`config.mk`:
```
export PLATFORM = sky130hd
export DESIGN_NAME = prefixed_integer_literal_parser
export DESIGN_NICKNAME = d
export VERILOG_FILES = /design/src/rtl/pilp_pkg.sv /design/src/rtl/pilp_core.sv /design/src/rtl/prefixed_integer_literal_parser.sv
export VERILOG_INCLUDE_DIRS = /design/src /design/src/rtl
export SDC_FILE = /design/constraint.sdc
export NUM_CORES = 1
export LEC_CHECK = 0
export BUFFER_PORTS_ARGS = -buffer_cell sky130_fd_sc_hd__buf_2
export CAP_MARGIN = 20
export CELL_PAD_IN_SITES_DETAIL_PLACEMENT = 1
export CELL_PAD_IN_SITES_GLOBAL_PLACEMENT = 2
export CORE_ASPECT_RATIO = 1.1
export CORE_MARGIN = 5
export CORE_UTILIZATION = 39
export DETAILED_ROUTE_END_ITERATION = 8
export GPL_ROUTABILITY_DRIVEN = 0
export PLACE_DENSITY_LB_ADDON = 0.1
export SLEW_MARGIN = 10
export SYNTH_ARGS = -nofsm -noshare
export SYNTH_HDL_FRONTEND = slang
export SYNTH_SLANG_ARGS = --single-unit
```
`constraint.sdc`:
```
create_clock -name clk -period 14.3 [get_ports clk]
set_clock_uncertainty 0.05 [all_clocks]
set_input_delay 2.86 -clock clk [delete_from_list [all_inputs] [get_ports clk]]
set_output_delay 2.86 -clock clk [all_outputs]
set_load 0.1 [all_outputs]
```
`src/rtl/prefixed_integer_literal_parser_assert.svh`:
```
// assertion macros used by the parser top level
`ifndef PREFIXED_INTEGER_LITERAL_PARSER_ASSERT_SVH
`define PREFIXED_INTEGER_LITERAL_PARSER_ASSERT_SVH

// same-cycle implication, checked on every rising edge out of reset
`define PILP_ASSERT_NOW(label, ante, cons, msg) \
    label: assert property (@(posedge clk) disable iff (!rst_n) (ante) |-> (cons)) \
        else $error(msg);

// next-cycle implication
`define PILP_ASSERT_NEXT(label, ante, cons, msg) \
    label: assert property (@(posedge clk) disable iff (!rst_n) (ante) |=> (cons)) \
        else $error(msg);

`endif

```
`src/rtl/pilp_pkg.sv`:
```
// shared types and constants of the prefixed integer literal parser
package pilp_pkg;

    // base codes as reported on the result
    localparam logic [1:0] RADIX_DEC = 2'd0;
    localparam logic [1:0] RADIX_OCT = 2'd1;
    localparam logic [1:0] RADIX_HEX = 2'd2;

    // ascii codes the parser looks for
    localparam logic [7:0] CH_MINUS   = 8'h2D;
    localparam logic [7:0] CH_PLUS    = 8'h2B;
    localparam logic [7:0] CH_ZERO    = 8'h30;
    localparam logic [7:0] CH_SEVEN   = 8'h37;
    localparam logic [7:0] CH_NINE    = 8'h39;
    localparam logic [7:0] CH_LOWER_X = 8'h78;
    localparam logic [7:0] CH_LOWER_A = 8'h61;
    localparam logic [7:0] CH_LOWER_F = 8'h66;
    localparam logic [7:0] CH_UPPER_A = 8'h41;
    localparam logic [7:0] CH_UPPER_F = 8'h46;

    // marks a character that is not a digit of the current base
    localparam logic [4:0] DIGIT_NONE = 5'd16;

    // one character beat
    typedef struct packed {
        logic [7:0] char_code;
        logic       word_end;
    } pilp_in_t;

    // one result beat
    typedef struct packed {
        logic signed [31:0] parsed_value;
        logic [1:0]         base_code;
        logic               parse_ok;
    } pilp_out_t;

endpackage

```
`src/rtl/pilp_core.sv`:
```
// parser state and the per-character update of sign, base and magnitude
module pilp_core
    import pilp_pkg::*;
(
    input  logic      clk,
    input  logic      rst_n,
    input  logic      step,
    input  pilp_in_t  beat,
    output pilp_out_t res
);

    typedef enum logic [2:0] {
        PH_START,
        PH_BASE,
        PH_ZERO,
        PH_SIGN,
        PH_DIGITS
    } phase_t;

    phase_t      phase_reg, phase_next;
    logic        outer_minus_reg, outer_minus_next;
    logic        inner_minus_reg, inner_minus_next;
    logic [1:0]  radix_reg, radix_next;
    logic [31:0] mag_reg, mag_next;
    logic        seen_reg, seen_next;
    logic        done_reg, done_next;
    logic        ovf_reg, ovf_next;

    // digit value of a character in the given base, DIGIT_NONE if none
    function automatic logic [4:0] digit_of(input logic [7:0] c, input logic [1:0] rs);
        logic [4:0] d;
        d = DIGIT_NONE;
        if (c >= CH_ZERO && c <= CH_NINE)
            d = 5'(c - CH_ZERO);
        else if (c >= CH_LOWER_A && c <= CH_LOWER_F)
            d = 5'(c - CH_LOWER_A + 8'd10);
        else if (c >= CH_UPPER_A && c <= CH_UPPER_F)
            d = 5'(c - CH_UPPER_A + 8'd10);
        if (rs == RADIX_OCT && d >= 5'd8)
            d = DIGIT_NONE;
        if (rs == RADIX_DEC && d >= 5'd10)
            d = DIGIT_NONE;
        return d;
    endfunction

    logic        pass;
    logic [4:0]  digit;
    logic [35:0] mag_wide;
    logic [35:0] product;
    logic [35:0] sum;
    logic [35:0] limit;
    logic        ok;
    logic [31:0] value;

    // walk the phases for one character; a consumed character stops the walk
    always_comb
    begin
        phase_next       = phase_reg;
        outer_minus_next = outer_minus_reg;
        inner_minus_next = inner_minus_reg;
        radix_next       = radix_reg;
        mag_next         = mag_reg;
        seen_next        = seen_reg;
        done_next        = done_reg;
        ovf_next         = ovf_reg;
        pass             = 1'b1;
        digit            = DIGIT_NONE;
        mag_wide         = {4'd0, mag_reg};
        product          = '0;
        sum              = '0;
        limit            = '0;

        if (phase_next == PH_START)
        begin
            if (beat.char_code == CH_MINUS)
            begin
                outer_minus_next = 1'b1;
                pass             = 1'b0;
            end
            phase_next = PH_BASE;
        end

        if (pass && phase_next == PH_BASE)
        begin
            if (beat.char_code == CH_ZERO)
            begin
                phase_next = PH_ZERO;
                pass       = 1'b0;
            end
            else
                phase_next = PH_SIGN;
        end

        // leading zero: hex prefix, octal prefix or a plain decimal zero
        if (pass && phase_next == PH_ZERO)
        begin
            if (beat.char_code == CH_LOWER_X)
            begin
                radix_next = RADIX_HEX;
                phase_next = PH_SIGN;
                pass       = 1'b0;
            end
            else
            begin
                if (beat.char_code >= CH_ZERO && beat.char_code <= CH_SEVEN)
                    radix_next = RADIX_OCT;
                else
                    seen_next = 1'b1;
                phase_next = PH_DIGITS;
            end
        end

        if (pass && phase_next == PH_SIGN)
        begin
            if (beat.char_code == CH_PLUS)
                pass = 1'b0;
            else if (beat.char_code == CH_MINUS)
            begin
                inner_minus_next = 1'b1;
                pass             = 1'b0;
            end
            phase_next = PH_DIGITS;
        end

        // digit accumulation: magnitude * base + digit with limit check
        if (pass && phase_next == PH_DIGITS && !done_next)
        begin
            digit = digit_of(beat.char_code, radix_next);
            unique case (radix_next)
                RADIX_HEX: product = mag_wide << 4;
                RADIX_OCT: product = mag_wide << 3;
                default:   product = (mag_wide << 3) + (mag_wide << 1);
            endcase
            sum   = product + 36'(digit[3:0]);
            limit = inner_minus_next ? 36'h0_8000_0000 : 36'h0_7FFF_FFFF;
            if (digit == DIGIT_NONE)
                done_next = 1'b1;
            else
            begin
                seen_next = 1'b1;
                if (!ovf_next)
                begin
                    if (sum > limit)
                        ovf_next = 1'b1;
                    else
                        mag_next = sum[31:0];
                end
            end
        end

        // a word that ends right after its leading zero holds the digit zero
        if (beat.word_end && phase_next == PH_ZERO)
            seen_next = 1'b1;
    end

    // result of a closing character
    always_comb
    begin
        ok    = seen_next && !ovf_next;
        value = (inner_minus_next ^ outer_minus_next) ? (32'd0 - mag_next) : mag_next;
        res.parsed_value = ok ? value : 32'd0;
        res.base_code    = radix_next;
        res.parse_ok     = ok;
    end

    // parser state, back to start of word after each closing character
    always_ff @(posedge clk or negedge rst_n)
    begin
        if (!rst_n)
        begin
            phase_reg       <= PH_START;
            outer_minus_reg <= 1'b0;
            inner_minus_reg <= 1'b0;
            radix_reg       <= RADIX_DEC;
            mag_reg         <= 32'd0;
            seen_reg        <= 1'b0;
            done_reg        <= 1'b0;
            ovf_reg         <= 1'b0;
        end
        else if (step)
        begin
            if (beat.word_end)
            begin
                phase_reg       <= PH_START;
                outer_minus_reg <= 1'b0;
                inner_minus_reg <= 1'b0;
                radix_reg       <= RADIX_DEC;
                mag_reg         <= 32'd0;
                seen_reg        <= 1'b0;
                done_reg        <= 1'b0;
                ovf_reg         <= 1'b0;
            end
            else
            begin
                phase_reg       <= phase_next;
                outer_minus_reg <= outer_minus_next;
                inner_minus_reg <= inner_minus_next;
                radix_reg       <= radix_next;
                mag_reg         <= mag_next;
                seen_reg        <= seen_next;
                done_reg        <= done_next;
                ovf_reg         <= ovf_next;
            end
        end
    end

endmodule

```
`src/rtl/prefixed_integer_literal_parser.sv`:
```
// top level of the prefixed integer literal parser: beat registers and handshake
//
//   channel  | direction | payload    | handshake
//   char     | in        | pilp_in_t  | char_valid / char_stall
//   result   | out       | pilp_out_t | result_valid / result_stall
//
// one character per cycle while char_stall is low, set by the combinational update in pilp_core
// a result passes from its closing character through the input register, then the result register
// reset clears both beat valids and the parser state, payload registers are left as they are
// a character without word_end moves on even while a result is stalled
// a closing character waits in the input register while the result register is full and stalled
module prefixed_integer_literal_parser
    import pilp_pkg::*;
(
    input  logic      clk,
    input  logic      rst_n,
    input  logic      char_valid,
    output logic      char_stall,
    input  pilp_in_t  char_beat,
    output logic      result_valid,
    input  logic      result_stall,
    output pilp_out_t result_beat
);

    `include "prefixed_integer_literal_parser_assert.svh"

    logic      char_vld_reg, char_vld_next;
    pilp_in_t  char_reg;
    logic      res_vld_reg, res_vld_next;
    pilp_out_t res_reg;
    pilp_out_t core_res;
    logic      res_free;
    logic      step;
    logic      take;

    // the held character goes through unless it closes a word and the result is blocked
    assign res_free   = !res_vld_reg || !result_stall;
    assign step       = char_vld_reg && (!char_reg.word_end || res_free);
    assign char_stall = char_vld_reg && !step;
    assign take       = char_valid && !char_stall;

    pilp_core u_core (
        .clk   (clk),
        .rst_n (rst_n),
        .step  (step),
        .beat  (char_reg),
        .res   (core_res)
    );

    // valid bits of the two beat registers
    always_comb
    begin
        char_vld_next = char_vld_reg;
        if (take)
            char_vld_next = 1'b1;
        else if (step)
            char_vld_next = 1'b0;

        res_vld_next = res_vld_reg;
        if (step && char_reg.word_end)
            res_vld_next = 1'b1;
        else if (!result_stall)
            res_vld_next = 1'b0;
    end

    always_ff @(posedge clk or negedge rst_n)
    begin
        if (!rst_n)
        begin
            char_vld_reg <= 1'b0;
            res_vld_reg  <= 1'b0;
        end
        else
        begin
            char_vld_reg <= char_vld_next;
            res_vld_reg  <= res_vld_next;
        end
    end

    // payload registers
    always_ff @(posedge clk)
    begin
        if (take)
            char_reg <= char_beat;
        if (step && char_reg.word_end)
            res_reg <= core_res;
    end

    assign result_valid = res_vld_reg;
    assign result_beat  = res_reg;

    `PILP_ASSERT_NOW(a_no_overwrite, res_vld_reg && result_stall, !(step && char_reg.word_end),
        "waiting result overwritten")
    `PILP_ASSERT_NOW(a_invalid_is_zero, res_vld_reg && !res_reg.parse_ok,
        res_reg.parsed_value == 32'd0, "invalid result carries a nonzero value")
    `PILP_ASSERT_NOW(a_base_known, res_vld_reg, res_reg.base_code != 2'b11,
        "unknown base code on result")
    `PILP_ASSERT_NEXT(a_end_gives_result, step && char_reg.word_end, res_vld_reg,
        "closing character gave no result")

endmodule

```
# Yosys cells after proc, flatten, opt, wreduce, memory -nomap -nowiden
# Index checks and enable logic that the tools add are counted.
# W data, S select, Z words.
dict set report op_classes {
  addsub 8
  order_cmp 10
  n_eq_ne 13
  mux 63
  n_bitwise 1
  n_reduce_logical 32
}
# operator count
set ops {}
lappend ops {{$mux W32} 7}
lappend ops {{$pmux W36 S2} 1}
lappend ops {{$mux W5} 8}
lappend ops {{$add A35 B33 Y36} 1}
lappend ops {{$add A36 B4 Y36} 1}
lappend ops {{$gt A36 B36 Y1} 1}
lappend ops {{$mux W1} 36}
lappend ops {{$mux W36} 1}
lappend ops {{$sub A1 B32 Y32 const A} 1}
lappend ops {{$eq A8 B6 Y1 const B} 3}
lappend ops {{$mux W3} 6}
lappend ops {{$logic_and A1 B1 Y1} 17}
lappend ops {{$ge A8 B7 Y1 const B} 2}
lappend ops {{$le A8 B6 Y1 const B} 2}
lappend ops {{$le A8 B7 Y1 const B} 2}
lappend ops {{$add A5 B4 Y5 const B} 2}
lappend ops {{$ge A5 B4 Y1 const B} 2}
lappend ops {{$sub A5 B1 Y5 const B} 2}
lappend ops {{$eq A3 B2 Y1 const B} 3}
lappend ops {{$eq A8 B7 Y1 const B} 1}
lappend ops {{$ge A8 B6 Y1 const B} 1}
lappend ops {{$mux W2} 4}
lappend ops {{$logic_not A1 Y1} 7}
lappend ops {{$reduce_bool A2 Y1} 3}
lappend ops {{12 further kinds} 13}
dict set report word_totals {
  regBits 88
  wordCells 142
}

# Logic depth before layout (Yosys ltp)
dict set report logic_depth {
  ltp_word 31
  mapped_depth 50
  mapped_depth_nobuf 42
}

# By module
# Synthesis repeated with hierarchy kept, for this count alone.
dict set report unflattened {
  cells_unflattened 1227
  area_unflattened_um2 9992.1
}
# module n_inst cells_per_inst area_per_inst_um2 seq_area_each_um2
set modules_own_cells {}
lappend modules_own_cells {pilp_core 1 1171 8565.7 1051.0}
lappend modules_own_cells {prefixed_integer_literal_parser 1 56 1426.4 1371.3}

# Worst setup path before layout
# Ideal clock, no wire load.
dict set report synth_path {
  path_kind {register to register}
  startpoint {register char_reg[1] in the netlist's numbering}
  endpoint {register res_reg, in the netlist result_beat[33], data pin}
  setup_time_ns 0.169
  arrival_time_ns 11.119
  required_time_ns 14.081
  setup_slack_ns 2.962
  stages_incl_launch_ff 48
  n_path_buf 11
  cell_sequence {edfxtp_1 inv_1 ha_1 nand4b_1 nor2_1 nand3_1 o21ai_0 inv_1 ha_1 buf_2 buf_2 buf_2 buf_1 buf_1 buf_1 clkbuf_1 o31ai_1 ha_1 [... 12 more ...] nand2b_1 a211oi_1 a31oi_1 or2_2 nand3b_1 nor4_4 buf_6 buf_4 mux2i_1 ha_1 nand2b_1 or4_1 or4_1 clkbuf_1 or3_1 or3_1 a311o_1 o31ai_1}
}
# element line
set synth_rtl {}
lappend synth_rtl {{start: declaration} prefixed_integer_literal_parser.sv:28} ;# pilp_in_t char_reg;
lappend synth_rtl {{start signal: assignment} prefixed_integer_literal_parser.sv:84} ;# char_reg <= char_beat;
lappend synth_rtl {{end signal: assignment} prefixed_integer_literal_parser.sv:86} ;# res_reg <= core_res;
lappend synth_rtl {{end: declaration} prefixed_integer_literal_parser.sv:30} ;# pilp_out_t res_reg;

==> results_tabular.tex <==
\begin{tabular}{lr}
\hline
Metric & Value \\
\hline
\multicolumn{2}{l}{\textbf{Synth}} \\
\quad Commonest cells in the netlist & 112 x sky130\_fd\_sc\_hd\_\_nor2\_1, 108 x sky130\_fd\_sc\_hd\_\_nand2\_1, 84 x sky130\_fd\_sc\_hd\_\_a21oi\_1 \\
\quad Synth area leader & sky130\_fd\_sc\_hd\_\_edfxtp\_1 \\
\quad Total standard cell area after synthesis & 0.0101 mm² \\
\quad Number of nets in the synthesized netlist & 1341 \\
\quad Proportion of synthesized chip area in sequential cells & 0.239 \\
\quad Count of synthesis-stage warnings from yosys & 0 \\
\quad Cells after Synth & 1253 \\
\quad Syn Area/Cell & 8.07 µm² \\
\quad Top cell type's share of synthesized area & 0.131 \\
\quad Netlist cell types & 90 \\
\quad Top\_reg\_cell synth & sky130\_fd\_sc\_hd\_\_edfxtp\_1 \\
\quad Area contributors post-synth & sky130\_fd\_sc\_hd\_\_edfxtp\_1 13\%, sky130\_fd\_sc\_hd\_\_dfrtp\_1 11\%, sky130\_fd\_sc\_hd\_\_ha\_1 9.0\% \\
\quad Flops \& latches, synth & 88 \\
\quad Async set-or-reset flop fraction in the synthesized netlist & 0.500 \\
\quad Count of flip-flops with a built-in enable after synthesis & 44 \\
\quad Most numerous cell in the Yosys netlist & sky130\_fd\_sc\_hd\_\_nor2\_1 \\
\multicolumn{2}{l}{\textbf{STA}} \\
\quad Unrepaired setup endpoints after global routing & false \\
\quad Final Max Tran Viols & 0 \\
\quad Worst-case headroom to the max-slew limit & 0.266 \\
\quad Minimum clock period after layout & 11.58 ns \\
\quad Number of hold violations in the final report & 0 \\
\quad Final cycle utilization of the critical path & 0.810 \\
\quad Least-Margin Pin Slew & 1.10 ns \\
\quad Number of setup violations in the final report & 0 \\
\quad Highest clock frequency the design can meet & 0.0863 GHz \\
\quad Total negative slack & 0 ns \\
\quad Final hold slack & 0.452 ns \\
\multicolumn{2}{l}{\textbf{Power and ir drop}} \\
\quad Largest voltage drop on the vdd net & 44.4 µV \\
\quad Comb pwr share & 0.137 \\
\quad Pleak & 4.48 nW \\
\quad Share of total power in sequential cells & 0.457 \\
\quad Net switching power & 0.000178 W \\
\quad Proportion of total power due to net switching & 0.290 \\
\quad Internal power component & 0.000436 W \\
\quad Clock network fraction of total power & 0.406 \\
\quad Power Density & 56.0 mW/mm² \\
\multicolumn{2}{l}{\textbf{Status}} \\
\quad Result of the run & complete, no violations \\
\multicolumn{2}{l}{\textbf{GRT}} \\
\quad Number of antenna violations at the first check in global routing & 0 \\
\quad Global-route wire length before repair & 58.4 mm \\
\quad Met2 track utilization from global routing & 0.464 \\
\quad Met1 track utilization from global routing & 0.311 \\
\quad Total global routing overflow & 0 \\
\quad Met3 layer usage reported by global route & 0.0262 \\
\quad Top Usage Layer GRT & met2 \\
\quad Maximum number of pins on one net before global-route repair & 83 \\
\quad Vias in the first global route & 10337 \\
\quad Overall routing resource usage & 0.253 \\
\multicolumn{2}{l}{\textbf{Routing}} \\
\quad Number of optimization iterations in the first detailed-route pass & 5 \\
\quad Post-detailed-routing wire length & 36.9 mm \\
\quad Remaining antenna violation count after routing & 0 \\
\quad Mean number of vias per cell & 6.29 \\
\quad Via total after detailed routing & 10096 \\
\quad Remaining routing DRC violations & 0 \\
\quad DR WL/cell & 23.0 µm \\
\quad DRC marker count from the first detailed-route iteration & 626 \\
\multicolumn{2}{l}{\textbf{Placement}} \\
\quad Post-Place Cell Area & 0.0106 mm² \\
\quad Port buffer count & 49 \\
\quad Inst Count DP & 1589 \\
\quad DPL Wire Length & 28.9 mm \\
\multicolumn{2}{l}{\textbf{CTS}} \\
\quad Count of hold buffers inserted by post-cts repair & 0 \\
\quad CTS Root Buffer Type & sky130\_fd\_sc\_hd\_\_clkbuf\_16 \\
\quad Post-CTS setup buffer count & 0 \\
\quad Clock slew at the register clock pins of the worst setup and hold paths & 0.07 ns \\
\quad CTS tree & yes \\
\quad Clock sink total & 88 \\
\quad Inserted Clock Buffers & 9 \\
\quad H-tree levels & 3 \\
\quad Post\_cts resized & 0 \\
\quad Insertion delay to the later sink of the worst-skew pair & 0.36 ns \\
\quad Maximum root-to-sink buffer count & 2 \\
\multicolumn{2}{l}{\textbf{Worst setup path}} \\
\quad Worst setup path startpoint & char\_reg[1]\$\_DFFE\_PP\_ \\
\quad Cell at the slowest stage of the critical path & sky130\_fd\_sc\_hd\_\_nor4\_1 \\
\quad Most common cell on crit path & sky130\_fd\_sc\_hd\_\_ha\_1 \\
\quad Crit path max-delay family & simple AND/OR/NAND/NOR gates \\
\quad Crit path arrival time & 11.71 ns \\
\quad Category of the critical setup timing path & reg -> reg \\
\quad Crit path launch type & flop \\
\quad Source of the worst register-to-register timing path & char\_reg[1]\$\_DFFE\_PP\_ \\
\quad Delay of the slowest critical-path stage & 0.73 ns \\
\quad Endpoint required time on the critical path & 14.43 ns \\
\quad Kind of end point of the critical path & flop \\
\quad Largest fanout on the critical path & 82 \\
\quad Number of buffer and inverter stages on the critical path & 3 \\
\multicolumn{2}{l}{\textbf{Flow run}} \\
\quad Number of max-capacitance violations reported & 0 \\
\multicolumn{2}{l}{\textbf{Cells and area}} \\
\quad Final core occ & 0.431 \\
\quad Post-layout instance count excluding filler cells & 1606 \\
\quad Nets & 1343 \\
\quad Final non-filler cell area & 0.0110 mm² \\
\quad Flip-flop count of the largest register, all copies and words added & 35 \\
\quad Share of post-route cells with drive strength above 1 & 0.0984 \\
\quad Number of antenna repair diodes & 0 \\
\quad Area added between synthesis and finish & 8.32\% \\
\multicolumn{2}{l}{\textbf{Floorplan}} \\
\quad Vertical die dimension & 179 µm \\
\quad Number of top-level pins & 50 \\
\quad Full die area & 0.0293 mm² \\
\quad Standard cell core area & 0.0254 mm² \\
\quad Number of cell rows & 61 \\
\quad Starting density of the core & 0.398 \\
\quad Floorplan die width & 164 µm \\
\multicolumn{2}{l}{\textbf{Min path}} \\
\quad Startpoint of the lowest-slack hold path & u\_core.done\_reg\$\_DFFE\_PN0P\_ \\
\quad Path category of the worst min-delay check & reg -> reg \\
\hline
\end{tabular}
per-stage QoR:
step / setup slack (ns) / total power, W
6_report: 2.72 / 0.000614
5_1_grt: 1.88 / 0.000636
4_1_cts: 2.79 / 0.000619
3_5_place_dp: 2.76 / 0.000370
3_3_place_gp: 3.28 / 0.000369
2_1_floorplan: 2.96 / 0.000347
cells by family after synthesis:
kind of cell    count (synthesis)  synth area share
xor+xnor                       60            0.0527
flops                          88             0.239
mux                            47            0.0471
compound gates                387             0.263
buf+inv                       102            0.0403
simple gates                  494             0.263
fa+ha+maj                      75            0.0942
metal layers:
metal	vias up	wire [µm]
met5	-	0
met4	0	1110
met3	65	833
met2	165	18900
met1	5034	16000
li1	4832	-
worst paths after layout:
path                                                   end  slack (ns)  cells past startpoint
setup / recovery             result_beat[33]$_SDFFCE_PN0P_        2.72                     37
hold / removal                 u_core.done_reg$_DFFE_PN0P_        0.45                      2
setup reg to reg             result_beat[33]$_SDFFCE_PN0P_        2.72                     37
hold reg to reg                u_core.done_reg$_DFFE_PN0P_        0.45                      2
max in group asynchronous  u_core.radix_reg[1]$_DFFE_PN0P_       11.17                      2
min in group asynchronous   u_core.mag_reg[29]$_DFFE_PN0P_        2.55                      2
area by class of cell:
class | count | area (µm²)
clock inverter | 2 | 16.3
timing repair buffer | 62 | 347
clock buffer | 14 | 297
fill | 3113 | 14500
tap | 346 | 433
multi-input combinational | 1063 | 7330
sequential | 88 | 2420
inverter | 31 | 116
tightest hold or removal path: stages, from the launching register on:
cell,delay [ns]
sky130_fd_sc_hd__dfrtp_1,0.34
sky130_fd_sc_hd__a21oi_1,0.05
sky130_fd_sc_hd__nor2_1,0.08
cell usage in the layout, fill, tap and decap left out, types with 14 or more instances in the layout:
| cell | count |
|---|---|
| sky130_fd_sc_hd__xnor2_1 | 28 |
| sky130_fd_sc_hd__nand3_1 | 28 |
| sky130_fd_sc_hd__and2_1 | 17 |
| sky130_fd_sc_hd__or4_1 | 14 |
| sky130_fd_sc_hd__edfxtp_1 | 44 |
| sky130_fd_sc_hd__buf_2 | 49 |
| sky130_fd_sc_hd__a22o_1 | 18 |
| sky130_fd_sc_hd__inv_1 | 29 |
| sky130_fd_sc_hd__nor3_1 | 38 |
| sky130_fd_sc_hd__dfrtp_1 | 44 |
| sky130_fd_sc_hd__nor4_1 | 18 |
| sky130_fd_sc_hd__nand2_1 | 108 |
| sky130_fd_sc_hd__mux2i_1 | 42 |
| sky130_fd_sc_hd__nand4_1 | 28 |
| sky130_fd_sc_hd__a211oi_1 | 19 |
| sky130_fd_sc_hd__nor2_1 | 112 |
| sky130_fd_sc_hd__a221oi_1 | 14 |
| sky130_fd_sc_hd__nand2b_1 | 16 |
| sky130_fd_sc_hd__or3_1 | 22 |
| sky130_fd_sc_hd__o21ai_0 | 68 |
| sky130_fd_sc_hd__a21o_1 | 26 |
| sky130_fd_sc_hd__a31oi_1 | 16 |
| sky130_fd_sc_hd__ha_1 | 72 |
| sky130_fd_sc_hd__o211ai_1 | 18 |
| sky130_fd_sc_hd__a21oi_1 | 84 |
| sky130_fd_sc_hd__xor2_1 | 29 |
| sky130_fd_sc_hd__o31ai_1 | 15 |
power groups by stage:
stage          combinational [W]  sequential (W)  clock, W
6_report               0.0000840        0.000280  0.000249
5_1_grt                0.0000895        0.000281  0.000265
4_1_cts                0.0000848        0.000280  0.000254
3_5_place_dp           0.0000846        0.000286         0
3_3_place_gp           0.0000841        0.000285         0
2_1_floorplan          0.0000326        0.000314         0
Power figures use the tool's default switching activity.
